$ cat config.mk
export PLATFORM = sky130hd
export DESIGN_NAME = tte_ctrl
export DESIGN_NICKNAME = d
export VERILOG_FILES = /design/src/rtl/assert_macros.svh /design/src/rtl/tte_pkg.sv /design/src/rtl/tte_ctrl.sv
export SDC_FILE = /design/constraint.sdc
export NUM_CORES = 1
export LEC_CHECK = 0
export BUFFER_PORTS_ARGS = -buffer_cell sky130_fd_sc_hd__buf_4
export CORE_ASPECT_RATIO = 0.9
export CORE_MARGIN = 1.5
export CORE_UTILIZATION = 48
export CTS_BUF_LIST = sky130_fd_sc_hd__clkbuf_16
export DETAILED_ROUTE_END_ITERATION = 10
export PLACE_DENSITY = 0.83
export SLEW_MARGIN = 20
export SYNTH_ARGS = -nofsm -noshare
export SYNTH_HDL_FRONTEND = slang
export SYNTH_SLANG_ARGS = --single-unit
$ cat constraint.sdc
create_clock -name clk_i -period 4.49 [get_ports clk_i]
set_input_delay 0.449 -clock clk_i [delete_from_list [all_inputs] [get_ports clk_i]]
set_output_delay 0.449 -clock clk_i [all_outputs]
set_load 0.02 [all_outputs]
$ cat src/rtl/assert_macros.svh
// Assertion macros for the file that carries concurrent checks.
`ifndef ASSERT_MACROS_SVH
`define ASSERT_MACROS_SVH

// Property checked on every rising clock edge outside reset.
`define ASSERT_CLK(lbl, prop, msg) \
  lbl: assert property (@(posedge clk_i) disable iff (!rst_ni) (prop)) else $error(msg);

// Condition that must never be true outside reset.
`define ASSERT_NEVER(lbl, cond, msg) \
  lbl: assert property (@(posedge clk_i) disable iff (!rst_ni) !(cond)) else $error(msg);

`endif

$ cat src/rtl/tte_pkg.sv
// Shared types and constants of the text terminal engine.
package tte_pkg;

  localparam int DefaultCols = 80;
  localparam int DefaultRows = 25;

  localparam logic [7:0] BlankChar   = 8'h20;
  localparam logic [7:0] NewlineChar = 8'h0A;
  localparam logic [7:0] ResetColor  = 8'h07;

  typedef enum logic [3:0] {
    K_PUTC  = 4'd0,
    K_BACK  = 4'd1,
    K_DEL   = 4'd2,
    K_LEFT  = 4'd3,
    K_RIGHT = 4'd4,
    K_DOWN  = 4'd5,
    K_CLEAR = 4'd6,
    K_MARK  = 4'd7,
    K_READ  = 4'd8
  } kind_e;

  typedef enum logic [3:0] {
    ST_INIT, ST_IDLE, ST_DISPATCH, ST_COPY, ST_FLUSH, ST_FILL,
    ST_SCAN_RD, ST_SCAN_CHK, ST_DONE
  } state_e;

  typedef enum logic [3:0] {
    C_NONE, C_PUTC, C_BACK, C_LEFT_DEC, C_LEFT_HIT, C_LEFT_MISS,
    C_RIGHT, C_DOWN, C_HOME, C_MARK
  } cur_op_e;

  typedef enum logic [2:0] {
    R_ALL, R_SCROLL, R_LAST_ROW, R_SHIFT, R_CUR, R_END
  } range_e;

  typedef struct packed {
    logic    capture;
    cur_op_e cur_op;
    logic    load;
    range_e  range;
    logic    copy_step;
    logic    fill_step;
    logic    fill_init;
    logic    wr_char;
    logic    scan_init;
    logic    scan_dec;
    logic    scan_rd;
    logic    cell_rd;
    logic    finish;
  } cmd_t;

  typedef struct packed {
    logic [3:0] kind;
    logic       is_newline;
    logic       need_scroll;
    logic       cur_le_start;
    logic       col_zero;
    logic       read_ok;
    logic       range_done;
    logic       scan_hit;
    logic       scan_col_zero;
  } status_t;

endpackage

$ cat src/rtl/tte_ctrl.sv
// Sequencing state machine of the text terminal engine.
module tte_ctrl
  import tte_pkg::*;
(
  input  logic    clk_i,
  input  logic    rst_ni,
  input  logic    start,
  input  status_t status_i,
  output cmd_t    cmd_o,
  output logic    busy
);

  state_e state_q, state_d;

  always_ff @(posedge clk_i or negedge rst_ni) begin
    if (!rst_ni) begin
      state_q <= ST_INIT;
    end else begin
      state_q <= state_d;
    end
  end

  always_comb begin
    state_d = state_q;
    unique case (state_q)
      ST_INIT:     if (status_i.range_done) state_d = ST_IDLE;
      ST_IDLE:     if (start) state_d = ST_DISPATCH;
      ST_DISPATCH: begin
        unique case (kind_e'(status_i.kind))
          K_PUTC:  state_d = status_i.need_scroll ? ST_COPY : ST_DONE;
          K_BACK:  state_d = status_i.cur_le_start ? ST_DONE : ST_COPY;
          K_DEL:   state_d = ST_FILL;
          K_LEFT:  begin
            if (status_i.cur_le_start || !status_i.col_zero) state_d = ST_DONE;
            else state_d = ST_SCAN_RD;
          end
          K_CLEAR: state_d = ST_FILL;
          default: state_d = ST_DONE;
        endcase
      end
      ST_COPY:     if (status_i.range_done) state_d = ST_FLUSH;
      ST_FLUSH:    state_d = ST_FILL;
      ST_FILL:     if (status_i.range_done) state_d = ST_DONE;
      ST_SCAN_RD:  state_d = ST_SCAN_CHK;
      ST_SCAN_CHK: begin
        if (status_i.scan_hit || status_i.scan_col_zero) state_d = ST_DONE;
        else state_d = ST_SCAN_RD;
      end
      ST_DONE:     state_d = ST_IDLE;
      default:     state_d = ST_INIT;
    endcase
  end

  always_comb begin
    cmd_o = '0;
    cmd_o.cur_op = C_NONE;
    cmd_o.range = R_ALL;
    unique case (state_q)
      ST_INIT: begin
        cmd_o.fill_step = !status_i.range_done;
        cmd_o.fill_init = 1'b1;
      end
      ST_IDLE: cmd_o.capture = start;
      ST_DISPATCH: begin
        unique case (kind_e'(status_i.kind))
          K_PUTC: begin
            cmd_o.wr_char = !status_i.is_newline;
            cmd_o.cur_op = C_PUTC;
            cmd_o.load = status_i.need_scroll;
            cmd_o.range = R_SCROLL;
          end
          K_BACK: begin
            if (!status_i.cur_le_start) begin
              cmd_o.cur_op = C_BACK;
              cmd_o.load = 1'b1;
              cmd_o.range = R_SHIFT;
            end
          end
          K_DEL: begin
            cmd_o.load = 1'b1;
            cmd_o.range = R_CUR;
          end
          K_LEFT: begin
            if (!status_i.cur_le_start) begin
              if (status_i.col_zero) cmd_o.scan_init = 1'b1;
              else cmd_o.cur_op = C_LEFT_DEC;
            end
          end
          K_RIGHT: cmd_o.cur_op = C_RIGHT;
          K_DOWN:  cmd_o.cur_op = C_DOWN;
          K_CLEAR: begin
            cmd_o.cur_op = C_HOME;
            cmd_o.load = 1'b1;
            cmd_o.range = R_ALL;
          end
          K_MARK:  cmd_o.cur_op = C_MARK;
          K_READ:  cmd_o.cell_rd = status_i.read_ok;
          default: ;
        endcase
      end
      ST_COPY: cmd_o.copy_step = !status_i.range_done;
      ST_FLUSH: begin
        cmd_o.load = 1'b1;
        cmd_o.range = (kind_e'(status_i.kind) == K_PUTC) ? R_LAST_ROW : R_END;
      end
      ST_FILL: cmd_o.fill_step = !status_i.range_done;
      ST_SCAN_RD: cmd_o.scan_rd = 1'b1;
      ST_SCAN_CHK: begin
        if (status_i.scan_hit) cmd_o.cur_op = C_LEFT_HIT;
        else if (status_i.scan_col_zero) cmd_o.cur_op = C_LEFT_MISS;
        else cmd_o.scan_dec = 1'b1;
      end
      ST_DONE: cmd_o.finish = 1'b1;
      default: ;
    endcase
  end

  assign busy = (state_q != ST_IDLE);

endmodule

## After elaboration in Yosys (flattened, before gate mapping)

Index checks and enable logic that the tools add are counted.

| storage, ports and cells | value |
|---|---|
| register bits after elaboration | 4 |

| operators by class | value |
|---|---|
| equal/unequal tests | 21 |
| multiplexer cells | 36 |
| reduce and logical (&&, ||, !) cells | 10 |

Operators by type and width:

| operator | count |
|---|---|
| $mux 4 | 9 |
| $pmux 4 s9 | 1 |
| $eq 4x3->1 const B | 8 |
| $pmux 4 s4 | 2 |
| $pmux 4 s7 | 1 |
| $eq 4x2->1 const B | 4 |
| $pmux 4 s2 | 2 |
| $mux 1 | 15 |
| $mux 3 | 3 |
| $eq 4x1->1 const B | 2 |
| $eq 4x4->1 const B | 2 |
| $logic_not 4->1 | 2 |
| $ne 2x2->1 const B | 4 |
| $mux 6 | 1 |
| $mux 2 | 2 |
| $ne 4x1->1 const B | 1 |
| $reduce_and 4->1 | 1 |
| $reduce_or 2->1 | 2 |
| $logic_not 1->1 | 3 |
| $logic_or 1x1->1 | 2 |

## Longest topological paths before layout

| depth | value |
|---|---|
| depth in word-level cells | 5 |
| mapped depth | 6 |
| depth with buffers taken out | 4 |

## Least setup slack after synthesis

OpenSTA, ideal clock, no wires.

| path | value |
|---|---|
| path kind | register to output |
| start | register state_q[2] |
| end | output port cmd_o[5] in the netlist's numbering |
| data arrival time | 1.965 ns |
| path slack | 2.076 ns |
| cell stages (with the launch flop) | 5 |
| path through | dfrtp_1 buf_6 or4b_4 or3_4 nor4_1 |

RTL lines:

| element | line | source |
|---|---|---|
| from (decl) | tte_ctrl.sv:13 | `state_e state_q, state_d;` |
| from (signal assigned) | tte_ctrl.sv:19 | `state_q <= state_d;` |
| to (decl) | tte_ctrl.sv:9 | `output cmd_t cmd_o,` |

==> results.cfg <==
[layout]
drive_gt1_frac = 0.3030
multi_input_comb_area_um2 = 534.3
seq_area_um2 = 100.1
reg.largest.list = state_q: 4 flops
largest_reg_flops = 4
fin_nets = 149
final_cells = 146
areaGrowthSynthToFinish_pct = 43.06
n_antenna_cell = 0
nFillCells = 103
regMostFlops = state_q

[worst_setup_path]
crit_arrival_ns = 2.18
critPathTopFamily = simple AND/OR/NAND/NOR gates
critPathLaunchType = flop
regToRegSetupSlack_ns = 2.53
critPathMaxStageDelay_ns = 0.60
cp_num_buf_inv = 1
required_ns = 4.04
cpMaxStageDelayCell = dfrtp_1
r2r-end = state_q[1]
end_kind = primary output
path_cells = or4b_4, or3_4, o21a_1, nor2_1, buf_4
reg2regPathDepth = 4
reg2reg_from = state_q[1]
path_class = reg2out
crit_fanout = 15

[sta]
setup_viol_count_final = 0
fin_crit_ns = 2.624
fin_crit_sh = 0.5845
worstMarginPinSlew_ns = 0.4973
finalClockSkew_ns = 0.001221
setup_tns_ns = 0
slew_headroom = 0.6599
finalHoldViolCount = 0
layout_setup_ws_ns = 1.866
whs_ns = 0.02059
fmax_mhz = 381.0
rsz0062_at_grt = false
slew_violations = 0

[synthesis]
netlist.top_cell.by_area = dfrtp_1
synthTopCellsByArea = dfrtp_1, nor2_1, o21ai_0, nand2b_1, nor4_1
netlist.area_leader.share = 0.1441
synth_mux_area_frac = 0.02883
syn_avg_cell_area_um2 = 6.613
synth_seq_cells = 4
synth-compound-area-share = 0.3063
yosysSeqAreaShare = 0.1441
yosysWarningCount = 0
synth_xor_area_frac = 0
synth_area_um2 = 694.4
ys_types = 39
synth_fa_ha_area_frac = 0
synth-simple-area-share = 0.4342
synth_top_family_by_area = simple AND/OR/NAND/NOR gates
synth_fp_nets = 120
syn_inst = 105

[die]
die_y_um = 39.09
ios = 34
start_util = 0.5378
die-area_um2 = 1684
rows = 12
coreArea_um2 = 1291
die_w_um = 43.09

[clocking]
clk_path_buf_depth = 2
cts-buffers-inserted = 3
cts-htree-levels = 1
postCtsSetupRepairBufs = 0
cts_hold_buf = 0
cts.sinks = 4
cts.clk_slew.worst_paths_ns = 0.03
cts_resized = 0
cts_tree = done
cts.root.buffer_cell = clkbuf_16
clk_latency_ns = 0.22

[power]
peakVddDrop_uv = 345.4
leakagePower_uw = 0.0004553
power_density_nw_per_um2 = 566.6
power.total_uw = 562.9

[run]
maxCapViolCount = 0

[detailed_routing]
wl_met3_um = 143
wire_per_inst_um = 15.07
drc = 0
via_per_inst = 6.452
drt-total-wl_um = 2200
num_vias = 942
ant_nets = 0
dr_wl_met2_um = 1047
wl_met1_um = 969
first_pass_iters = 4
drtIter0Drc = 35
top_layer_used = met4

[placement]
pre_cts_ws_ns = 2.154
gp_congestion = 0.9247
dp.cells = 143
dpl.hpwl_um = 1584
portBuffers = 33

[global_route]
grt_usage = 0.2884
antenna_found_initial = 0
grt_max_degree = 18
gr-total-overflow = 0
grt_pass1_vias = 833
grt_first_pass_wirelength_um = 3663

[run_status]
status = complete, no violations

[min_path]
min_path_type = in2async
## report_power, final
part           switching (uW)  internal, uW
Clock                    24.1           114
Sequential               51.8          52.3
Combinational             184           137
## cells by family (layout without fill, tap and decap cells)
| family | Yosys count | in the layout |
|---|---|---|
| simple gates | 54 | 54 |
| compound gates | 31 | 31 |
| buf+inv | 14 | 41 |
| flops | 4 | 4 |
| mux | 2 | 2 |
## worst max-delay path by stage
stage / start / endpoint / cells past startpoint
final: state_q[1] / cmd_o[11] / 5
after global routing: state_q[1] / cmd_o[11] / 5
after CTS: state_q[1] / cmd_o[11] / 5
after detailed placement: state_q[1] / cmd_o[11] / 5
after global placement: state_q[1] / cmd_o[11] / 5
after floorplan: state_q[2] / cmd_o[5] / 4
## cell usage after synthesis
cell type,n
nor2_1,10
clkbuf_1,8
nand2_1,8
o21ai_0,7
a21oi_1,5
inv_1,5
nand2b_1,5
nor3_1,5
nor4_1,5
dfrtp_1,4
nand3_1,4
and3_1,3
a2111oi_0,2
a21o_1,2
a31oi_1,2
and2_1,2
mux2i_1,2
nor2b_1,2
nor3b_1,2
o22ai_1,2
o32ai_1,2
a22oi_1,1
a32oi_1,1
buf_6,1
nand3b_1,1
nand4_1,1
nor4b_1,1
o2111ai_1,1
o211a_1,1
o21a_1,1
o21bai_1,1
o21bai_2,1
o221ai_1,1
o31ai_1,1
or2_2,1
or3_1,1
or3_4,1
or4_1,1
or4b_4,1
## layout make-up
cell class	count	area share
clock buffer	3	0.07557
sequential	4	0.1008
tap	14	0.01763
timing repair buffer	33	0.2494
inverter	5	0.01889
multi-input combinational	87	0.5378
## placed cells by master (no fill, tap or decap), types with 3 or more instances in the layout
master	synthesis	final
nor4_1	5	5
buf_4	0	33
and3_1	3	3
nand2_1	8	8
inv_1	5	5
o21ai_0	7	7
nor2_1	10	10
clkbuf_16	0	3
nor3_1	5	5
a21oi_1	5	5
dfrtp_1	4	4
nand2b_1	5	5
nand3_1	4	4
## per-stage QoR
step / area [um2] / utilization
finish: 993.5 / 0.7694
global route: 993.5 / 0.7694
CTS: 993.5 / 0.7694
detailed placement: 918.4 / 0.7112
global placement: 918.4 / 0.7112
floorplan: 694.4 / -
## per-layer routing
metal,track usage,vias up
li1,-,455
met3,0.04206,6
met5,0,-
met4,0.1288,0
met1,0.3636,433
met2,0.4888,48
(Power assumes the default switching activity.)
